File: src/rtl/core/lert_pkg.sv
// Shared types and sizes for the longest equal run tracker.
// No dependencies; imported by every module of the block but lert_ram.
package lert_pkg;

  localparam int MAX_LENGTH = 4096;
  localparam int TREE_NODES = 16384;
  localparam int LEN_W      = 13;
  localparam int POS_W      = 12;
  localparam int CHAR_W     = 8;
  localparam int NODE_W     = 14;
  localparam int MAX_DEPTH  = 12;
  localparam int LVL_W      = 4;

  localparam logic [LEN_W-1:0] LEN_RESET = LEN_W'(MAX_LENGTH);
  localparam logic [NODE_W-1:0] SWEEP_LAST = NODE_W'(TREE_NODES - 1);
  localparam logic OP_CLEAR = 1'b0;

  // Tree node word; an entry with valid low reads as an all-equal span
  typedef struct packed {
    logic             valid;
    logic [LEN_W-1:0] best;
    logic [LEN_W-1:0] head;
    logic [LEN_W-1:0] tail;
  } node_t;

  localparam int NODE_BITS = $bits(node_t);

  typedef struct packed {
    logic cfg_wr;
    logic cap_item;
    logic sweep_start;
    logic sweep_step;
    logic root_len;
    logic desc_init;
    logic desc_step;
    logic char_wr;
    logic rd_a;
    logic rd_b;
    logic merge;
    logic out_load;
  } cmd_t;

  typedef struct packed {
    logic op_set;
    logic pos_err;
    logic sweep_last;
    logic leaf;
    logic depth_zero;
    logic lvl_zero;
    logic out_free;
  } stat_t;

endpackage

File: src/rtl/core/lert_ctrl.sv
// Sequencer for the run tracker: sweep, descent, merge walk, reply.
// Depends on lert_pkg; drives the datapath by cmd_t, reads stat_t.
module lert_ctrl
  import lert_pkg::*;
(
  input  logic  clk,
  input  logic  rst,
  input  logic  in_valid,
  output logic  in_ready,
  input  logic  cfg_valid,
  output logic  cfg_ready,
  input  stat_t stat,
  output cmd_t  cmd
);

  localparam logic [2:0] S_IDLE  = 3'd0;
  localparam logic [2:0] S_SWEEP = 3'd1;
  localparam logic [2:0] S_DESC  = 3'd2;
  localparam logic [2:0] S_RA    = 3'd3;
  localparam logic [2:0] S_RB    = 3'd4;
  localparam logic [2:0] S_MERGE = 3'd5;
  localparam logic [2:0] S_DONE  = 3'd6;

  logic [2:0] state, state_next;
  logic       reply, reply_next;

  assign cfg_ready = (state == S_IDLE);
  assign in_ready  = (state == S_IDLE) && !cfg_valid;

  // next state and commands
  always_comb begin
    state_next = state;
    reply_next = reply;
    cmd        = '0;
    unique case (state)
      S_IDLE: begin
        if (cfg_valid) begin
          cmd.cfg_wr      = 1'b1;
          cmd.sweep_start = 1'b1;
          reply_next      = 1'b0;
          state_next      = S_SWEEP;
        end else if (in_valid) begin
          cmd.cap_item = 1'b1;
          priority if (!stat.op_set) begin
            cmd.sweep_start = 1'b1;
            reply_next      = 1'b1;
            state_next      = S_SWEEP;
          end else if (stat.pos_err) begin
            state_next = S_DONE;
          end else begin
            cmd.desc_init = 1'b1;
            state_next    = S_DESC;
          end
        end
      end
      S_SWEEP: begin
        cmd.sweep_step = 1'b1;
        if (stat.sweep_last) begin
          cmd.root_len = 1'b1;
          state_next   = reply ? S_DONE : S_IDLE;
        end
      end
      S_DESC: begin
        if (stat.leaf) begin
          cmd.char_wr = 1'b1;
          state_next  = stat.depth_zero ? S_DONE : S_RA;
        end else begin
          cmd.desc_step = 1'b1;
        end
      end
      S_RA: begin
        cmd.rd_a   = 1'b1;
        state_next = S_RB;
      end
      S_RB: begin
        cmd.rd_b   = 1'b1;
        state_next = S_MERGE;
      end
      S_MERGE: begin
        cmd.merge  = 1'b1;
        state_next = stat.lvl_zero ? S_DONE : S_RA;
      end
      S_DONE: begin
        if (stat.out_free) begin
          cmd.out_load = 1'b1;
          state_next   = S_IDLE;
        end
      end
      default: state_next = S_IDLE;
    endcase
  end

  // state registers; reset runs the clearing sweep
  always_ff @(posedge clk) begin
    if (rst) begin
      state <= S_SWEEP;
      reply <= 1'b0;
    end else begin
      state <= state_next;
      reply <= reply_next;
    end
  end

endmodule

File: config.mk
export PLATFORM = sky130hd
export DESIGN_NAME = lert_ctrl
export DESIGN_NICKNAME = d
export VERILOG_FILES = /design/src/rtl/core/lert_pkg.sv /design/src/rtl/core/lert_ctrl.sv
export SDC_FILE = /design/constraint.sdc
export NUM_CORES = 1
export LEC_CHECK = 0
export ABC_CLOCK_PERIOD_IN_PS = 1500
export BUFFER_PORTS_ARGS = -buffer_cell sky130_fd_sc_hd__buf_2
export CAP_MARGIN = 15
export CORE_UTILIZATION = 26
export CTS_CLUSTER_SIZE = 14
export DETAILED_ROUTE_END_ITERATION = 10
export HOLD_SLACK_MARGIN = 0.12
export SLEW_MARGIN = 20
export SYNTH_ARGS = -nofsm -noshare
export SYNTH_HDL_FRONTEND = slang
export SYNTH_SLANG_ARGS = --single-unit
File: constraint.sdc
create_clock -name clk -period 1.5 [get_ports clk]
set_input_delay 0.075 -clock clk [delete_from_list [all_inputs] [get_ports clk]]
set_output_delay 0.075 -clock clk [all_outputs]
set_load 0.03 [all_outputs]
-- Word level (Yosys, flattened, before mapping)
Index checks and enable logic that the tools add are counted.
- add/sub/neg operators: 0
- multipliers: 0
- divide/modulo/power cells: 0
- order comparisons: 0
- equal/unequal tests: 11
- shift operators: 0
- mux-type cells: 35
- bitwise logic cells: 0
- reduce and logical (&&, ||, !) cells: 6
- operator list (kind ; count):
    $mux W3 ; 11
    $pmux W3 S7 ; 1
    $mux W1 ; 20
    $eq A3 B3 Y1 const B ; 3
    $ne A2 B2 Y1 const B ; 4
    $eq A3 B2 Y1 const B ; 2
    $mux W2 ; 3
    $reduce_and A4 Y1 ; 1
    $eq A3 B1 Y1 const B ; 1
    $logic_not A3 Y1 ; 1
    $ne A3 B3 Y1 const B ; 1
    $reduce_and A3 Y1 ; 1
    $reduce_bool A2 Y1 ; 1
    $logic_and A1 B1 Y1 ; 1
    $logic_not A1 Y1 ; 1
- register bits: 4
- latch bits: 0
- RAM bits: 0
- ROM bits: 0
- input bits: 11
- output and inout port bits: 14
- memories kept: 0

-- Logic depth before layout (Yosys ltp)
Gate-level depths: netlist of run 1.
- depth in word-level cells: 5
- gate-level depth with buffers: 5

-- Worst setup path before layout of run 1
Ideal clock, no wire load.
- path kind: reg-to-output
- from: register state[0]
- to: output port cmd[6] in the netlist's numbering
- arrival: 1.604 ns
- path slack: -0.179 ns
- stages on the path, launching flop included: 3
- buffers on the path: 0
- cells stage by stage: dfxtp_1 or4b_4 nor3b_1
- RTL lines (item ; RTL line ; source):
    start: declaration ; lert_ctrl.sv:24 ; logic [2:0] state, state_next;
    start signal: assignment ; lert_ctrl.sv:99 ; state <= state_next;
    end: declaration ; lert_ctrl.sv:13 ; output cmd_t cmd

==> results.yml, run 1 <==
status:
  status: "finished with violations"
  violations: "setup timing"
sta:
  skew_ns: 0.00895
  maxSlewViolCount: 0
  fin_crit_sh: 1.01
  setup_viol: 1
  fmax_mhz: 659
  worstMarginPinSlew_ns: 0.247
  hold_viol: 0
  tns_ns: -0.0168
  relSlewSlack: 0.835
  grt_setup_unrepaired: "yes"
  period_minus_slack_ns: 1.52
  setup_slack_ns: -0.0168
clocking:
  h-tree-depth: 1
  cts_root_buf: "clkbuf_4"
  clkSinkCount: 4
  clk_pin_slew_ns: 0.04
  worstSkewPairLatency_ns: 0.23
  cts_buffer_depth: 2
  cts_tree: "built"
  numCtsBuffers: 3
synthesis:
  yosys.area.top_type: "dfxtp_1"
  syn_inst: 58
  yosysMostFrequentCell: "nor2b_1"
  yosys_warnings: 0
  synthFlopType: "dfxtp_1"
  avgSynthCellArea_sq_um: 7.42
  synthesis.area_sq_um: 430
  yosysSeqAreaShare: 0.186
  async_flop_share: 0
  synth_edf_count: 0
  synth-seq-cells: 4
  yosysTopAreaCellShare: 0.186
  synth_nets: 69
  yosysUniqueCellTypes: 29
  synth.area.top_cells: "dfxtp_1 (19%), nor2b_1 (10%), and2_1 (5.8%), nor2_1 (5.2%), nor3b_1 (5.2%)"
  synthTopCellsByCount: "nor2b_1 (7), nor2_1 (6), a21oi_1 (4), and2_1 (4), dfxtp_1 (4)"
worst_setup_path:
  startpoint: "state[1]"
  crit_type: "register to output pin"
  path_cells: "or4b_4 > nor3b_2 > buf_4"
  end_kind: "output pin"
  crit_path_start_kind: "register"
  cp_max_fo: 3
  worstPathRequired_ns: 1.42
  reg2reg_from: "state[1]"
  cp_data_arrival_time_ns: 1.44
  max_stage_delay_ns: 0.53
  cp_slowest_cell: "or4b_4"
detailed_routing:
  avgRoutedWirePerCell_um: 11.5
  first_pass_iters: 4
  viasPerCell: 4.92
  vias: 512
  drt_wl_total_mm: 1.20
  ant_nets: 0
  drtIter0Drc: 5
  drc: 0
global_routing:
  grt_pass1_vias: 430
  grt_overflow: 0
  antenna_found_initial: 0
  track_usage: 0.137
  grt_pass1_wl_mm: 1.87
  grt_max_degree: 17
pwr:
  power.density_nw_per_um2: 796
  power_frac_seq: 0.232
  power.leakage_nw: 0.327
  swShare: 0.395
  vdd_drop_max_v: 0.000365
  clkPwrFrac: 0.245
  switchingPower_mw: 0.211
  finalPower_mw: 0.534
  combPwrFrac: 0.523
  p_int_mw: 0.323
hold_path:
  holdCritStartpoint: "stat[0]"
  min_path_type: "input port to register"
place:
  numPortBuffers: 24
  hpwl_um: 911
  gp_congestion: 0.762
final_layout:
  nets: 101
  diodes: 0
  area_growth_pct: 55.8
  drive_gt1_frac: 0.489
  nFillCells: 169
floorplan:
  ios: 25
  die_h_um: 42.7
  core_area_sq_um: 1520
  initial_core_util: 0.282
  die_x_um: 42.7
  fp-row-count: 14
  dieArea_sq_um: 1820
flow_run:
  maxCapViolCount: 0
## routing by layer
| layer | wire [um] | vias to the layer above | global-route usage |
|---|---|---|---|
| met3 | 45 | 0 | 0.0511 |
| li1 | - | 273 | - |
| met5 | 0 | - | 0 |
| met2 | 564 | 10 | 0.203 |
| met1 | 591 | 229 | 0.184 |
| met4 | 0 | 0 | 0.0375 |
## worst max-delay path, delay by kind of cell (launching register included)
kind / cells / cell delay, ns
simple gates: 2 / 0.69
flops: 1 / 0.34
buf+inv: 1 / 0.17
## power by group through the flow
stage / Sequential [mW] / Combinational [mW] / Clock (mW)
4_1_cts: 0.124 / 0.273 / 0.137
2_1_floorplan: 0.127 / 0.186 / 0
5_1_grt: 0.124 / 0.304 / 0.151
3_5_place_dp: 0.128 / 0.261 / 0
3_3_place_gp: 0.127 / 0.260 / 0
6_report: 0.124 / 0.279 / 0.131
## sequential cells by signal, summed over array words and instances, names as in the netlist
register,flops
reply,1
state,3
## layout make-up
class                           count  area (sq um)  area share
Inverter                            1          3.75     0.00560
Clock buffer                        3          22.5      0.0336
Sequential cell                     4          83.8       0.125
Tap cell                           16          20.0      0.0299
Multi-Input combinational cell     50           363       0.541
Timing Repair Buffer               30           178       0.265
## timing repair
| item | 4_1_cts | 5_1_grt |
|---|---|---|
| hold endpoints to repair | 2 | 0 |
| gates resized for setup | 6 | 5 |
| gates cloned | 0 | 0 |
| pin swaps | 1 | 0 |
| setup buffers | 1 | 0 |
| endpoints found under the setup margin | 6 | 4 |
| hold buffers | 1 | 0 |
## kinds of logic (layout without fill, tap and decap cells)
logic type,count (synthesis),in the layout,synth area share
simple gates,31,31,0.456
compound gates,18,18,0.285
flops,4,4,0.186
buf+inv,4,34,0.0494
mux,1,1,0.0233
## path summary, 6_finish.rpt
check / end / slack (ns) / depth (start not counted)
setup / recovery: cmd[6] / -0.02 / 3
hold / removal: state[1] / 0.18 / 4
setup reg to reg: state[2] / 0.26 / 5
hold reg to reg: reply / 0.55 / 2
## placed cells by master, fill, tap and decap left out, types with 2 or more instances in the layout
master,n
nor2_1,6
a21oi_1,4
clkbuf_4,4
nor3b_2,2
buf_4,8
and2_1,4
o21ai_1,3
o21ai_0,2
o21bai_1,3
buf_2,20
dfxtp_1,3
nor2b_1,5
## per-stage QoR
step	worst slack, ns	area [sq um]	util	instances	hold WS, ns
after global placement	0.177	606	0.397	99	0.339
after CTS	-0.0249	659	0.433	104	0.177
after global routing	-0.0873	671	0.440	104	0.186
after detailed placement	0.162	606	0.397	99	0.339
final	-0.0168	671	0.440	104	0.179
after floorplan	-0.0227	453	-	58	0.144
No activity file was read; power rests on OpenSTA's default activity.
==> run 2, diff against run 1 <==
--- a/config.mk
+++ b/config.mk
@@ -7,11 +7,14 @@
 export LEC_CHECK = 0
 export ABC_CLOCK_PERIOD_IN_PS = 1500
 export BUFFER_PORTS_ARGS = -buffer_cell sky130_fd_sc_hd__buf_2
-export CAP_MARGIN = 15
+export CAP_MARGIN = 20
+export CELL_PAD_IN_SITES_DETAIL_PLACEMENT = 0
+export CELL_PAD_IN_SITES_GLOBAL_PLACEMENT = 1
 export CORE_UTILIZATION = 26
 export CTS_CLUSTER_SIZE = 14
 export DETAILED_ROUTE_END_ITERATION = 10
 export HOLD_SLACK_MARGIN = 0.12
+export PLACE_DENSITY_LB_ADDON = 0.1
 export SLEW_MARGIN = 20
 export SYNTH_ARGS = -nofsm -noshare
 export SYNTH_HDL_FRONTEND = slang
==> run 2 against run 1 <==
Against the previous run: the run still ends with setup timing left; final cell count up 0.96%; largest power group unchanged; wire length rose by 1.2%; critical path type unchanged; clock skew hardly changed; critical endpoint unchanged.
==> results.yml, run 2 (synthesized netlist as in run 1, its figures left out) <==
flow_run:
  maxCapViolCount: 0
sta:
  setup_slack_ns: -0.0179
  fmax_mhz: 659
  period_minus_slack_ns: 1.52
  fin_crit_sh: 1.01
  relSlewSlack: 0.819
  setup_viol: 1
  maxSlewViolCount: 0
  timing.hold.ws_ns: 0.161
  hold_viol: 0
  tns_ns: -0.0179
  worstMarginPinSlew_ns: 0.270
  skew_ns: 0.00913
  grt_setup_unrepaired: "yes"
status:
  status: "finished with violations"
  violations: "setup timing"
hold_path:
  hold_path_depth: 4
  min_path_type: "input port to register"
detailed_routing:
  drtIter0Drc: 8
  avgRoutedWirePerCell_um: 11.6
  ant_nets: 0
  vias: 531
  drt_wl_total_mm: 1.22
  first_pass_iters: 4
  viasPerCell: 5.06
  drc: 0
final_layout:
  largest_reg_flops: 3
  stdcell_count: 105
  largest-register: "state"
  postLayoutCellArea_sq_um: 677
  final_cell_mix: "buf_2 (20), buf_4 (8), nor2_1 (6), nor2b_1 (5)"
  nFillCells: 170
  final_core_util: 0.444
  nets: 102
  final_common_cell: "buf_2"
  top_regs: "state: 3 flops, reply: 1 flops"
  drive_gt1_frac: 0.506
  diodes: 0
  area_growth_pct: 57.3
clocking:
  clkSinkCount: 4
  cts_tree: "built"
  numCtsBuffers: 3
  clk_pin_slew_ns: 0.04
  post_cts_buffers: 0
  worstSkewPairLatency_ns: 0.24
  h-tree-depth: 1
  cts_root_buf: "clkbuf_4"
  cts_buffer_depth: 2
pwr:
  power.density_nw_per_um2: 804
  finalPower_mw: 0.544
  vdd_drop_max_v: 0.000670
  power.leakage_nw: 0.329
place:
  hpwl_um: 937
  dp_slack_ns: 0.186
  dp_cells: 101
  placed_area_sq_um: 621
  numPortBuffers: 24
  gp_congestion: 0.766
worst_setup_path:
  cp_max_fo: 3
  worstPathRequired_ns: 1.42
  crit_type: "register to output pin"
  reg2reg_depth: 5
  cp_data_arrival_time_ns: 1.44
  end_kind: "output pin"
  crit_path_start_kind: "register"
  rrSetupSlack_ns: 0.23
floorplan:
  dieArea_sq_um: 1820
  core_area_sq_um: 1520
  die_x_um: 42.7
  initial_core_util: 0.282
  fp-row-count: 14
  ios: 25
  die_h_um: 42.7
global_routing:
  grt_pass1_vias: 442
  grt_pass1_wl_mm: 1.89
  antenna_found_initial: 0
  grt_max_degree: 13
  track_usage: 0.136
  grt_overflow: 0
-- run 2: cell type report --
class,count,area [sq um],share of cell area
inverters,1,3.75,0.00555
clock buffers,3,22.5,0.0333
repair buffers,31,189,0.279
multi-input cells,50,360,0.532
well taps,16,20.0,0.0296
flip-flops and latches,4,81.3,0.120
-- run 2: worst max-delay path, cell delays in order, from the launching register on --
cell	delay, ns
dfxtp_2	0.32
or4b_4	0.55
nor3b_2	0.16
buf_4	0.17
-- run 2: final timing paths --
check	startpoint	end
max	state[2]	cmd[6]
min	stat[0]	state[2]
max reg2reg	state[0]	state[2]
min reg2reg	reply	reply
-- run 2: layer usage --
layer | global-route usage | part of all wire | vias up
met4 | 0 | 0 | 0
met5 | 0 | 0 | -
li1 | - | - | 275
met2 | 0.218 | 0.46 | 27
met1 | 0.183 | 0.47 | 229
met3 | 0.0511 | 0.070 | 0
-- run 2: repair_timing --
action / 4_1_cts / 5_1_grt
gates resized for setup: 2 / 10
hold endpoints to repair: 3 / 0
endpoints found under the setup margin: 2 / 6
pin swaps: 1 / 0
hold buffers: 1 / 0
-- run 2: where the power goes --
group          switching, mW  internal, mW
sequential           0.00826         0.117
combinational          0.163         0.120
clock                 0.0465        0.0897
total                  0.218         0.326
==> run 3, diff against run 2 <==
--- a/config.mk
+++ b/config.mk
@@ -14,7 +14,7 @@
 export CTS_CLUSTER_SIZE = 14
 export DETAILED_ROUTE_END_ITERATION = 10
 export HOLD_SLACK_MARGIN = 0.12
-export PLACE_DENSITY_LB_ADDON = 0.1
+export PLACE_DENSITY = 0.79
 export SLEW_MARGIN = 20
 export SYNTH_ARGS = -nofsm -noshare
 export SYNTH_HDL_FRONTEND = slang
==> run 3 against run 2 <==
Against the previous run: the run still ends with setup timing left; worst hold slack worse by 0.0063 ns; die area did not move; non-clock buffer count shrank 1; highest routed layer unchanged.
==> results.yml, run 3 (synthesized netlist as in run 1, its figures left out) <==
floorplan:
  initial_core_util: 0.282
  dieArea_sq_um: 1820
  fp-row-count: 14
  ios: 25
  die_h_um: 42.7
  die_x_um: 42.7
  core_area_sq_um: 1520
sta:
  skew_ns: 0.00849
  period_minus_slack_ns: 1.51
  setup_viol: 1
  hold_viol: 0
  maxSlewViolCount: 0
  setup_slack_ns: -0.0133
  relSlewSlack: 0.819
  fin_crit_sh: 1.01
  worstMarginPinSlew_ns: 0.272
  fmax_mhz: 661
  grt_setup_unrepaired: "yes"
status:
  violations: "setup timing"
  status: "finished with violations"
final_layout:
  diodes: 0
  nets: 101
  largest_reg_flops: 3
  largest-register: "state"
  postLayoutCellArea_sq_um: 677
  final_common_cell: "buf_2"
  area_growth_pct: 57.3
  nFillCells: 155
  stdcell_count: 104
  drive_gt1_frac: 0.500
  final_cell_mix: "buf_2 (20), buf_4 (7), nor2_1 (6), nor2b_1 (5), clkbuf_4 (5)"
  top_regs: "state: 3 flops, reply: 1 flops"
worst_setup_path:
  crit_type: "register to output pin"
  worstPathRequired_ns: 1.42
  cp_max_fo: 4
  cp_data_arrival_time_ns: 1.44
  crit_path_start_kind: "register"
  end_kind: "output pin"
global_routing:
  grt_pass1_vias: 478
  met1_usage: 0.172
  grt_overflow: 0
  busiest_layer: "met2"
  grt_max_degree: 17
  use_met3: 0.0553
  grt_pass1_wl_mm: 1.93
  track_usage: 0.141
  met2_usage: 0.227
  antenna_found_initial: 0
detailed_routing:
  first_pass_iters: 4
  avgRoutedWirePerCell_um: 10.9
  drc: 0
  drt_wl_total_mm: 1.13
  ant_nets: 0
  viasPerCell: 5.12
  vias: 532
  drtIter0Drc: 6
clocking:
  clk_pin_slew_ns: 0.04
  cts_tree: "built"
  h-tree-depth: 1
  cts_buffer_depth: 2
  numCtsBuffers: 3
  worstSkewPairLatency_ns: 0.24
  clkSinkCount: 4
  cts_root_buf: "clkbuf_4"
place:
  hpwl_um: 915
  numPortBuffers: 24
  dp_cells: 99
  gp_congestion: 0.763
  dp_slack_ns: 0.173
  placed_area_sq_um: 606
pwr:
  power.leakage_nw: 0.333
  power.density_nw_per_um2: 804
  vdd_drop_max_v: 0.000533
flow_run:
  maxCapViolCount: 0
hold_path:
  min_path_type: "input port to register"
-- run 3: cell types whose count changed in the layout (fill, tap and decap cells not counted) --
cell,delta
and2_1,+1
and2_4,-1
buf_4,-1
buf_6,-1
clkbuf_4,+1
dfxtp_1,-1
dfxtp_4,+1
nor2b_2,-2
nor2b_4,+2
-- run 3: routing by layer --
metal  wire length, um  vias to the layer above  share of wire
met5                 0                        -              0
met4                 0                        0              0
met3                95                        0          0.084
met2               541                       20           0.48
met1               496                      238           0.44
li1                  -                      274              -
-- run 3: per-stage QoR --
| step | utilization | hold WS, ns | TNS, ns | power (mW) |
|---|---|---|---|---|
| after floorplan | - | 0.144 | -0.0376 | 0.312 |
| after global placement | 0.397 | 0.334 | 0 | 0.388 |
| after detailed placement | 0.397 | 0.343 | 0 | 0.390 |
| after CTS | 0.433 | 0.152 | -0.0319 | 0.545 |
| after global routing | 0.444 | 0.170 | -0.100 | 0.595 |
| final | 0.444 | 0.155 | -0.0133 | 0.544 |
-- run 3: what timing repair did --
action,4_1_cts,5_1_grt
setup buffers,1,0
hold buffers,1,0
resized for setup,6,7
endpoints found under the setup margin,4,5
endpoints found under the hold margin,2,0
-- run 3: final timing paths --
kind              cells after the start      from  endpoint  slack (ns)
setup / recovery                      3  state[0]    cmd[6]       -0.01
hold / removal                        4   stat[0]  state[1]        0.15
setup reg to reg                      5  state[2]  state[2]        0.26
hold reg to reg                       2     reply     reply        0.55
-- run 3: area by class of cell --
type / count / area, sq um / share of cell area
multi-input cells: 50 / 368 / 0.543
repair buffers: 30 / 178 / 0.262
flip-flops and latches: 4 / 85.1 / 0.126
clock buffers: 3 / 22.5 / 0.0333
well taps: 16 / 20.0 / 0.0296
inverters: 1 / 3.75 / 0.00555
-- run 3: critical path: stages, from the launching register on --
cell and delay [ns]:
dfxtp_2 0.32, or4b_4 0.55, nor3b_2 0.16, buf_4 0.17
-- run 3: power breakdown --
part / leakage (nW) / switching, mW / internal, mW
sequential: 0.0333 / 0.00748 / 0.117
combinational: 0.286 / 0.163 / 0.121
clock: 0.0138 / 0.0455 / 0.0895
total: 0.333 / 0.216 / 0.328
